===== src/hdl/integer_to_ascii_radix_macros.svh =====
// Assertion helpers shared by the RTL. Each expects clk and rst in scope.
`ifndef INTEGER_TO_ASCII_RADIX_MACROS_SVH
`define INTEGER_TO_ASCII_RADIX_MACROS_SVH

// Same-cycle implication, disabled while reset is high.
`define ITOA_ASSERT_IMP(name, ante, cons, msg) \
  name: assert property (@(posedge clk) disable iff (rst) (ante) |-> (cons)) else $error(msg);

// Next-cycle implication, disabled while reset is high.
`define ITOA_ASSERT_NXT(name, ante, cons, msg) \
  name: assert property (@(posedge clk) disable iff (rst) (ante) |=> (cons)) else $error(msg);

`endif


===== src/hdl/itoa_pkg.sv =====
package itoa_pkg;

  localparam int VALUE_WIDTH_DEF = 64;
  localparam int MAX_DIGITS_DEF  = 64;

  localparam int IN_VALUE_W = 64;
  localparam int RADIX_W    = 6;
  localparam int DIGIT_W    = 6;
  localparam int CHAR_W     = 7;
  localparam int LEN_W      = 7;

  localparam logic [RADIX_W-1:0] RADIX_MIN   = 6'd2;
  localparam logic [RADIX_W-1:0] RADIX_MAX   = 6'd36;
  localparam logic [DIGIT_W-1:0] DEC_BASE    = 6'd10;
  localparam logic [DIGIT_W-1:0] ALPHA_COUNT = 6'd26;
  localparam logic [CHAR_W-1:0]  CHAR_ZERO   = 7'h30;
  localparam logic [CHAR_W-1:0]  CHAR_A      = 7'h41;

  typedef struct packed {
    logic                  cmd;
    logic [IN_VALUE_W-1:0] value;
    logic [RADIX_W-1:0]    radix;
  } num_item_t;

  typedef struct packed {
    logic [CHAR_W-1:0] digit_char;
    logic              negative;
    logic [LEN_W-1:0]  total_length;
    logic              last;
  } chr_item_t;

  typedef enum logic [1:0] {
    ST_IDLE,
    ST_DIV,
    ST_RD,
    ST_LD
  } itoa_state_t;

  function automatic logic [CHAR_W-1:0] digit_ascii(input logic [DIGIT_W-1:0] d);
    logic [CHAR_W-1:0] dx;
    dx = {1'b0, d};
    if (d < DEC_BASE) begin
      return CHAR_ZERO + dx;
    end else begin
      return CHAR_A + dx - {1'b0, DEC_BASE};
    end
  endfunction

endpackage


===== src/hdl/itoa_ram.sv =====
module itoa_ram #(
  parameter int WIDTH = 6,
  parameter int DEPTH = 64
) (
  input  logic                     clk,
  input  logic                     we,
  input  logic [$clog2(DEPTH)-1:0] waddr,
  input  logic [WIDTH-1:0]         wdata,
  input  logic                     re,
  input  logic [$clog2(DEPTH)-1:0] raddr,
  output logic [WIDTH-1:0]         rdata
);

  logic [WIDTH-1:0] mem [DEPTH];

  always_ff @(posedge clk) begin
    if (we) begin
      mem[waddr] <= wdata;
    end
    if (re) begin
      rdata <= mem[raddr];
    end
  end

endmodule


===== src/hdl/itoa_div.sv =====
module itoa_div #(
  parameter int WIDTH = itoa_pkg::VALUE_WIDTH_DEF
) (
  input  logic                         clk,
  input  logic                         rst,
  input  logic                         start,
  input  logic [WIDTH-1:0]             dividend,
  input  logic [itoa_pkg::RADIX_W-1:0] divisor,
  output logic                         done,
  output logic [WIDTH-1:0]             quotient,
  output logic [itoa_pkg::DIGIT_W-1:0] remainder
);

  import itoa_pkg::*;

  localparam int CNT_W = $clog2(WIDTH);

  logic               busy;
  logic [CNT_W-1:0]   cnt;
  logic [RADIX_W-1:0] dvs;
  logic [DIGIT_W:0]   shifted;
  logic [DIGIT_W:0]   diff;
  logic               ge;

  // Restoring division, one quotient bit per cycle, MSB first. The quotient
  // register starts out holding the dividend and fills from the bottom.
  always_comb begin
    shifted = {remainder, quotient[WIDTH-1]};
    ge      = shifted >= (DIGIT_W+1)'(dvs);
    diff    = shifted - (DIGIT_W+1)'(dvs);
  end

  always_ff @(posedge clk) begin
    if (rst) begin
      busy <= 1'b0;
      done <= 1'b0;
      cnt  <= '0;
    end else if (start) begin
      busy <= 1'b1;
      done <= 1'b0;
      cnt  <= CNT_W'(WIDTH - 1);
    end else if (busy) begin
      if (cnt == '0) begin
        busy <= 1'b0;
        done <= 1'b1;
      end else begin
        cnt <= cnt - 1'b1;
      end
    end else begin
      done <= 1'b0;
    end
  end

  always_ff @(posedge clk) begin
    if (start) begin
      quotient  <= dividend;
      remainder <= '0;
      dvs       <= divisor;
    end else if (busy) begin
      quotient  <= {quotient[WIDTH-2:0], ge};
      remainder <= ge ? diff[DIGIT_W-1:0] : shifted[DIGIT_W-1:0];
    end
  end

endmodule


===== src/hdl/integer_to_ascii_radix.sv =====
// Integer to ASCII conversion in radix 2 to 36.
// The num channel takes one item: cmd (signed mode), value and radix. Radix
// values below 2 or above 36 are clamped. Only the low VALUE_WIDTH bits of
// value are used. The chr channel returns one item per digit, most significant
// first, as '0'-'9' then 'A'-'Z', each carrying the negative flag, the total
// string length (sign counted) and a last flag on the least significant digit.
// Zero gives a single '0'. At most MAX_DIGITS low-order digits are kept.
// Each digit comes from one pass of a shared bit-serial divider; the digits
// are then read back from a small RAM through a read state and a load state.
// num_ready stays low while an item is in progress. A zero skips the divider.
// The last digit sits in an output register, so the next item is accepted
// while it waits. When chr_ready is low the output register holds its item
// and the read-back pauses. Reset returns the sequencer to idle and empties
// the output register; the digit RAM needs no clearing.
`include "integer_to_ascii_radix_macros.svh"

module integer_to_ascii_radix #(
  parameter int VALUE_WIDTH = itoa_pkg::VALUE_WIDTH_DEF,
  parameter int MAX_DIGITS  = itoa_pkg::MAX_DIGITS_DEF
) (
  input  logic                 clk,
  input  logic                 rst,
  input  logic                 num_valid,
  output logic                 num_ready,
  input  itoa_pkg::num_item_t  num,
  output logic                 chr_valid,
  input  logic                 chr_ready,
  output itoa_pkg::chr_item_t  chr
);

  import itoa_pkg::*;

  localparam int CNT_W  = $clog2(MAX_DIGITS + 1);
  localparam int ADDR_W = $clog2(MAX_DIGITS);

  itoa_state_t        state, state_next;
  logic [CNT_W-1:0]   n, n_next;
  logic [ADDR_W-1:0]  addr, addr_next;
  logic               sign, sign_next;
  logic [RADIX_W-1:0] radix, radix_next;

  logic [VALUE_WIDTH-1:0] val_w;
  logic [VALUE_WIDTH-1:0] mag_in;
  logic                   neg_in;
  logic [RADIX_W-1:0]     radix_clamped;

  logic                   div_start;
  logic [VALUE_WIDTH-1:0] div_dividend;
  logic                   div_done;
  logic [VALUE_WIDTH-1:0] div_quo;
  logic [DIGIT_W-1:0]     div_rem;

  logic               ram_we;
  logic [ADDR_W-1:0]  ram_waddr;
  logic [DIGIT_W-1:0] ram_wdata;
  logic               ram_re;
  logic [DIGIT_W-1:0] ram_rdata;

  logic chr_load;

  always_comb begin
    val_w  = num.value[VALUE_WIDTH-1:0];
    neg_in = num.cmd & val_w[VALUE_WIDTH-1];
    // The most negative value negates to itself, which read unsigned is 2^(W-1).
    mag_in = neg_in ? (~val_w + 1'b1) : val_w;
    priority if (num.radix < RADIX_MIN) begin
      radix_clamped = RADIX_MIN;
    end else if (num.radix > RADIX_MAX) begin
      radix_clamped = RADIX_MAX;
    end else begin
      radix_clamped = num.radix;
    end
  end

  itoa_div #(
    .WIDTH (VALUE_WIDTH)
  ) u_div (
    .clk       (clk),
    .rst       (rst),
    .start     (div_start),
    .dividend  (div_dividend),
    .divisor   (radix_next),
    .done      (div_done),
    .quotient  (div_quo),
    .remainder (div_rem)
  );

  itoa_ram #(
    .WIDTH (DIGIT_W),
    .DEPTH (MAX_DIGITS)
  ) u_store (
    .clk   (clk),
    .we    (ram_we),
    .waddr (ram_waddr),
    .wdata (ram_wdata),
    .re    (ram_re),
    .raddr (addr),
    .rdata (ram_rdata)
  );

  always_ff @(posedge clk) begin
    if (rst) begin
      state <= ST_IDLE;
      n     <= '0;
      addr  <= '0;
      sign  <= 1'b0;
      radix <= RADIX_MIN;
    end else begin
      state <= state_next;
      n     <= n_next;
      addr  <= addr_next;
      sign  <= sign_next;
      radix <= radix_next;
    end
  end

  always_comb begin
    state_next   = state;
    n_next       = n;
    addr_next    = addr;
    sign_next    = sign;
    radix_next   = radix;
    num_ready    = 1'b0;
    div_start    = 1'b0;
    div_dividend = div_quo;
    ram_we       = 1'b0;
    ram_waddr    = n[ADDR_W-1:0];
    ram_wdata    = div_rem;
    ram_re       = 1'b0;
    chr_load     = 1'b0;

    unique case (state)
      ST_IDLE: begin
        num_ready = 1'b1;
        if (num_valid) begin
          sign_next  = neg_in;
          radix_next = radix_clamped;
          if (mag_in == '0) begin
            ram_we     = 1'b1;
            ram_waddr  = '0;
            ram_wdata  = '0;
            n_next     = CNT_W'(1);
            addr_next  = '0;
            state_next = ST_RD;
          end else begin
            n_next       = '0;
            div_start    = 1'b1;
            div_dividend = mag_in;
            state_next   = ST_DIV;
          end
        end
      end
      ST_DIV: begin
        if (div_done) begin
          ram_we = 1'b1;
          n_next = n + CNT_W'(1);
          if (div_quo == '0 || n_next == CNT_W'(MAX_DIGITS)) begin
            addr_next  = n[ADDR_W-1:0];
            state_next = ST_RD;
          end else begin
            div_start = 1'b1;
          end
        end
      end
      ST_RD: begin
        ram_re     = 1'b1;
        state_next = ST_LD;
      end
      ST_LD: begin
        if (!chr_valid || chr_ready) begin
          chr_load = 1'b1;
          if (addr == '0) begin
            state_next = ST_IDLE;
          end else begin
            addr_next  = addr - 1'b1;
            state_next = ST_RD;
          end
        end
      end
    endcase
  end

  always_ff @(posedge clk) begin
    if (rst) begin
      chr_valid <= 1'b0;
    end else if (chr_load) begin
      chr_valid <= 1'b1;
    end else if (chr_ready) begin
      chr_valid <= 1'b0;
    end
  end

  always_ff @(posedge clk) begin
    if (chr_load) begin
      chr.digit_char   <= digit_ascii(ram_rdata);
      chr.negative     <= sign;
      chr.total_length <= LEN_W'(n) + LEN_W'(sign);
      chr.last         <= (addr == '0);
    end
  end

  `ITOA_ASSERT_IMP(a_div_done_in_div, div_done, state == ST_DIV,
                   "divider finished outside the divide state")
  `ITOA_ASSERT_IMP(a_digit_below_radix, ram_we, ram_wdata < radix_next,
                   "stored digit not below the radix")
  `ITOA_ASSERT_IMP(a_char_legal, chr_valid,
                   (chr.digit_char >= CHAR_ZERO &&
                    chr.digit_char < CHAR_ZERO + {1'b0, DEC_BASE}) ||
                   (chr.digit_char >= CHAR_A &&
                    chr.digit_char < CHAR_A + {1'b0, ALPHA_COUNT}),
                   "digit character out of range")
  `ITOA_ASSERT_NXT(a_last_ends_run, chr_load && addr == '0,
                   chr_valid && chr.last && state == ST_IDLE,
                   "final digit not flagged or run not closed")

endmodule


===== config.mk =====
export PLATFORM = sky130hd
export DESIGN_NAME = integer_to_ascii_radix
export DESIGN_NICKNAME = d
export VERILOG_FILES = /design/src/hdl/itoa_pkg.sv /design/src/hdl/itoa_ram.sv /design/src/hdl/itoa_div.sv /design/src/hdl/integer_to_ascii_radix.sv
export VERILOG_INCLUDE_DIRS = /design/src /design/src/hdl
export SDC_FILE = /design/constraint.sdc
export NUM_CORES = 1
export LEC_CHECK = 0
export BUFFER_PORTS_ARGS = -buffer_cell sky130_fd_sc_hd__buf_2
export CELL_PAD_IN_SITES_DETAIL_PLACEMENT = 0
export CELL_PAD_IN_SITES_GLOBAL_PLACEMENT = 1
export CORE_MARGIN = 2
export CORE_UTILIZATION = 57
export CTS_CLUSTER_SIZE = 30
export DETAILED_ROUTE_END_ITERATION = 8
export PLACE_DENSITY_LB_ADDON = 0.1
export SLEW_MARGIN = 20
export SYNTH_ARGS = -nofsm -noshare
export SYNTH_HDL_FRONTEND = slang
export SYNTH_SLANG_ARGS = --single-unit
export TNS_END_PERCENT = 100

===== constraint.sdc =====
create_clock -name clk -period 14.5 [get_ports clk]
set_input_delay 2.9 -clock clk [delete_from_list [all_inputs] [get_ports clk]]
set_output_delay 2.9 -clock clk [all_outputs]
set_load 0.05 [all_outputs]

After elaboration in Yosys (flattened, before gate mapping)
Memory sizes are Yosys's and may differ from the RTL's. A register that Yosys moved wholly into a read port is not among the register bits.
Index checks and enable logic that the tools add are counted.
Operators by class
  add/sub/neg operators: 9
  magnitude comparators: 4
  equality and inequality tests: 14
  mux-type cells: 59
  bitwise operators: 3
  reductions and logical operators: 19
Operator list (count)
  $mux W64: 6
  $logic_not A64 Y1: 2
  $mux W6: 20
  $add A64 B1 Y64 const B: 1
  $not A64 Y64: 1
  $mux W7: 3
  $mux W1: 19
  $pmux W6 S3: 1
  $ne A2 B2 Y1 const B: 8
  $pmux W7 S2: 1
  $logic_not A6 Y1: 2
  $mux W2: 6
  $sub A6 B1 Y6 const B: 2
  $pmux W2 S4: 1
  $reduce_and A4 Y1: 2
  $add A6 B6 Y7 const A: 1
  $add A7 B1 Y7: 1
  $add A7 B1 Y7 const B: 1
  $add A7 B6 Y7 const A: 1
  $eq A7 B7 Y1 const B: 1
  $ge A7 B6 Y1: 1
  $reduce_and A7 Y1: 1
  $sub A7 B4 Y7 const B: 1
  $gt A6 B6 Y1 const B: 1
  other kinds (17): 24
Word-level totals
  bits in registers: 123
  bits in writable memories: 384
  input bits: 75
  output and inout bits: 18
  logic and storage cells: 125
  memories kept: 1
Memories
  u_store.mem: depth 64, bits a word 6, read ports 1, clocked after Yosys merged registers in 1, wr ports 1, RTL line itoa_ram.sv:14  | logic [WIDTH-1:0] mem [DEPTH];

Depth between registers and ports, before layout
  word-level depth: 9
  gate-level depth with buffers: 15
  mapped depth without buffers: 12

Modules after synthesis
A second synthesis with hierarchy kept.
Second synthesis, totals
  cell total of the unflattened synthesis: 1793
  area, all modules: 25140.4 µm²
By module, submodules not included
  itoa_ram: times used 1, cells each 720, area an instance 15285.9 µm², sequential area each 11711.2 µm²
  integer_to_ascii_radix: times used 1, cells each 816, area an instance 6052.1 µm², sequential area each 940.9 µm²
  itoa_div: times used 1, cells each 257, area an instance 3802.4 µm², sequential area each 2382.3 µm²

Worst setup path after synthesis
OpenSTA, ideal clock, no wires.
  kind: input port to flip-flop
  from: in num[12] (netlist name)
  to: reg u_div.quotient[0] (enable)
  setup time: 0.574 ns
  arrival: 9.507 ns
  required time: 13.926 ns
  path slack: 4.419 ns
  cell stages on the path: 11
  buffers on the path: 2
  cell sequence: buf_4 > nor3_2 > nand4_2 > or4_4 > o32a_1 > o2111ai_1 > or4b_1 > nor4_1 > and3_1 > buf_6 > o21ai_0
On the way
  cells in the longest elaborated chain, start to end: 9
  elaborated cells on any way between the ends: 12
  classes of those cells: 1 x add/sub; 3 x eq/ne; 4 x mux; 1 x bitwise; 3 x reduce/logical
Ends and longest elaborated chain
  start: declaration: RTL line integer_to_ascii_radix.sv:25  | input itoa_pkg::num_item_t num,
  $not A64 Y64: RTL line integer_to_ascii_radix.sv:65  | mag_in = neg_in ? (~val_w + 1'b1) : val_w;
  $add A64 B1 Y64: RTL line integer_to_ascii_radix.sv:65
  $mux W64 (*): RTL line integer_to_ascii_radix.sv:65
  $logic_not A64 Y1 (*): RTL line integer_to_ascii_radix.sv:138  | if (mag_in == '0) begin
  $mux W1: RTL line integer_to_ascii_radix.sv:138
  $mux W1: RTL line integer_to_ascii_radix.sv:135  | if (num_valid) begin
  $pmux W1 S2: RTL line integer_to_ascii_radix.sv:132  | unique case (state)
  $ne A2 B1 Y1 (no line) (tied with other cells)
  $reduce_and A4 Y1 (no line) (*)
  end signal: assignment: RTL line itoa_div.sv:56  | quotient <= dividend;
  end signal: assignment: RTL line itoa_div.sv:60  | quotient <= {quotient[WIDTH-2:0], ge};
  end: declaration: RTL line itoa_div.sv:10  | output logic [WIDTH-1:0] quotient,
Every way passes the cells marked *; elsewhere a longest branch is shown, timed or not.
A chain may end at the register's enable or synchronous reset.

Worst setup path after layout
  from: in num[22] (netlist name)
  to: mem u_store.mem[22][3] (data pin)
On the way
  cells in the longest elaborated chain, start to end: 7
Ends and longest elaborated chain
  $not A64 Y64: RTL line integer_to_ascii_radix.sv:65
  $add A64 B1 Y64: RTL line integer_to_ascii_radix.sv:65
  $mux W64 (*): RTL line integer_to_ascii_radix.sv:65
  $logic_not A64 Y1 (*): RTL line integer_to_ascii_radix.sv:138
  $mux W6 (*): RTL line integer_to_ascii_radix.sv:138
  $mux W6 (*): RTL line integer_to_ascii_radix.sv:135
  $mux W6 (*): RTL line integer_to_ascii_radix.sv:132
  net ram_wdata[3]: RTL line integer_to_ascii_radix.sv:55  | logic [DIGIT_W-1:0] ram_wdata;
  end: declaration: RTL line itoa_ram.sv:14
The timed path passes the listed nets; every way through them passes the cells marked *.

==> impl_metrics.py <==
metrics = {
    "outcome": {
        "status": "complete, no violations",
    },
    "global_routing": {
        "grt_pass1_wl_mm": 86.6,
        "grt_pass1_vias": 14100,
        "track_usage_pct": 26.3,
        "overflow": 0,
        "antenna_found_initial": 0,
        "grt_start_max_net_pins": 65,
    },
    "critical_path": {
        "crit_buf_inv": 2,
        "critPathCaptureType": "flip-flop",
        "rrSetupSlack_ns": 10.75,
        "slowest_delay_ns": 0.82,
        "arrival_ns": 7.57,
        "crit_path_max_fanout": 64,
        "cp_common_cell": "nor4_1",
        "r2r_cells": 9,
        "cpMaxStageDelayCell": "nor4_1",
        "regToRegStartpoint": "n[2]$_SDFFE_PP0P_",
        "worst_setup_path_start_kind": "input pin",
        "path_class": "input pin to flip-flop",
        "crit_required_ns": 14.71,
        "path_cells": "buf_2 > nor4_2 > nand4b_1 > nor4_1 > a21oi_1 > xnor2_1 > nand4_1 > nor4_1 > and3_1 > nand2_1 > and2_2 > buf_4",
        "path_delay_family": "simple AND/OR/NAND/NOR gates",
        "r2r-end": "u_div.quotient[21]$_DFFE_PP_",
    },
    "logic_synthesis": {
        "yosys_register_bits": 513,
        "yosys_warnings": 0,
        "syn_inst": 1568,
        "synth_edf_count": 476,
        "yosys_most_used_dff": "edfxtp_1",
        "synth_cell_types": 74,
        "postSynth.asyncResetShare_pct": 0,
        "syn_area_per_cell_sq_um": 15.2,
        "seq_area_frac_synth_pct": 63.0,
        "syn_nets": 1659,
        "syn_area_sq_um": 23900,
    },
    "sta": {
        "worst_pin_slew_ns": 1.14,
        "max_freq_mhz": 136,
        "final.period_utilization_pct": 50.7,
        "final.setup.tns_ns": 0,
        "setup_violations": 0,
        "fin_worst_skew_ns": 0.0228,
        "drv_slew": 0,
        "rsz0062_at_grt": "no",
        "min_period_ns": 7.35,
        "layout_setup_ws_ns": 7.15,
        "slew_headroom_pct": 23.4,
        "hold_viol": 0,
    },
    "die": {
        "dieHeight_microns": 209,
        "fp.dieW_microns": 209,
        "core_sq_um": 41100,
        "boundaryPins": 93,
        "row_count": 74,
        "die_area_sq_um": 43500,
        "start_util_pct": 58.1,
    },
    "worst_hold_path": {
        "min_from": "u_div.remainder[5]$_SDFFE_PN0P_",
        "min_to": "u_div.remainder[5]$_SDFFE_PN0P_",
        "hold_path_depth": 2,
        "hold_class": "flip-flop to flip-flop",
    },
    "power": {
        "power_switching_share_pct": 23.5,
        "seqPwrFrac_pct": 51.8,
        "ir_drop_mv": 0.111,
        "power-per-cell-area_nw_per_um2": 130,
        "intPower_uw": 2630,
        "p_leak_uw": 0.00857,
        "p_total_uw": 3440,
        "p_switching_uw": 810,
        "p_clk_share_pct": 38.2,
        "comb_power_share_pct": 10.1,
    },
    "place": {
        "place_area_sq_um": 24800,
        "place_congestion": 0.907,
        "hpwl_mm": 37.7,
        "pre_cts_ws_ns": 6.67,
        "io_buffers": 92,
    },
    "clock_network": {
        "clock_latency_ns": 0.59,
        "cts_root_buf": "clkbuf_16",
        "htree_levels": 2,
        "cts_sinks": 513,
        "clk_pin_slew_worst_paths_ns": 0.06,
        "cts_buffers": 50,
        "post_cts_resized": 0,
        "clockBufferDepth": 3,
        "post_cts_buffers": 0,
        "cts_tree": "done",
        "cts_hold_buf": 0,
    },
    "layout": {
        "nFillCells": 2992,
        "postLayoutCellArea_sq_um": 26500,
        "final_nets": 1728,
        "final_cell_mix": "edfxtp_1, mux4_2, buf_2",
        "area_growth_pct": 11.0,
        "final_common_cell": "edfxtp_1",
        "fin_util_pct": 64.4,
        "drive_above_1_share_pct": 24.6,
    },
    "routing": {
        "vias": 14200,
        "via_per_inst": 6.42,
        "route.detailed.drc": 0,
        "drtAntennaViolNets": 0,
        "dr.pass1.iters": 5,
        "drt_iter0_markers": 1337,
        "wire_per_inst_microns": 25.6,
        "routed_wl_mm": 56.5,
    },
    "flow_run": {
        "max_cap_viol_count": 0,
    },
}
[cells in the mapped netlist (16+ instances only)]
library cell,n,area share (%)
inv_1,58,0.91
a31oi_1,16,0.42
o21ai_0,39,0.82
and2_1,16,0.42
nor4_1,45,1.2
mux2i_1,21,0.88
nor3_1,59,1.2
nand3_1,28,0.59
xor2_1,29,1.1
nand4_1,21,0.55
nand2_1,75,1.2
edfxtp_1,476,60
xnor2_1,46,1.7
dfxtp_1,37,3.1
mux2_4,34,2.1
mux4_2,126,12
clkbuf_1,61,0.96
nor2_1,90,1.4
a21oi_1,48,1.0
[layer usage]
layer	vias up	track usage, %	wire (microns)
li1	6376	-	-
met1	7183	36.1	23100
met2	542	44.6	28500
met3	101	2.78	3020
met4	0	9.09	1910
met5	-	0	0
[registers in the layout, indices dropped and copies added, names as in the netlist, 2 cells and up]
signal / count
addr: 6
n: 7
u_store.rdata: 6
u_div.dvs: 6
u_div.remainder: 6
u_store.mem: 384
u_div.quotient: 64
radix: 6
state: 2
u_div.cnt: 6
chr: 16
[worst min-delay path, cell delays in order (launching register included)]
cell and delay [ns]:
dfxtp_1 0.32, nand2b_1 0.07, a21oi_1 0.06
[kinds of logic (layout without fill, tap and decap cells)]
logic type      Yosys count  after routing  synth area share, %
simple gates            439            439                 10.5
other cells               0              1                    0
compound gates          190            190                 5.24
buf+inv                 152            262                 2.72
fa+ha+maj                17             17                0.912
flops                   513            513                 63.0
xor+xnor                 75             75                 2.75
mux                     182            182                 15.0
[cell type report]
cell class / instances / area [sq um] / area share (%)
Sequential cell: 513 / 15000 / 56.8
Antenna cell: 1 / 2.50 / 0.00945
Tap cell: 532 / 666 / 2.51
Timing Repair Buffer: 111 / 607 / 2.29
Clock buffer: 59 / 1290 / 4.89
Clock inverter: 34 / 372 / 1.40
Inverter: 58 / 218 / 0.822
Multi-Input combinational cell: 903 / 8290 / 31.3
[metrics by stage]
stage          std cells  hold WS (ns)
6_report            2211         0.492
3_5_place_dp        2117         0.480
5_1_grt             2210         0.520
3_3_place_gp        2117         0.478
4_1_cts             2210         0.489
2_1_floorplan       1568         0.434
[power by group through the flow]
stage | clock network [uW] | logic [uW] | registers [uW]
after floorplan | 0 | 234 | 1800
after global placement | 0 | 341 | 1810
after detailed placement | 0 | 351 | 1810
after CTS | 1330 | 351 | 1780
after global routing | 1390 | 383 | 1790
final | 1310 | 347 | 1780
[worst max path at each step]
| stage | endpoint | cells past startpoint | from |
|---|---|---|---|
| finish | u_store.mem[22][3]$_DFFE_PP_ | 12 | num[22] |
| global route | u_store.mem[3][1]$_DFFE_PP_ | 11 | num[22] |
| CTS | u_store.mem[2][3]$_DFFE_PP_ | 11 | num[22] |
| detailed placement | u_store.mem[3][3]$_DFFE_PP_ | 11 | num[22] |
| global placement | u_store.mem[13][1]$_DFFE_PP_ | 12 | num[22] |
| floorplan | u_div.quotient[0]$_DFFE_PP_ | 11 | num[12] |
Note: power is estimated with default switching activity, not from simulation.
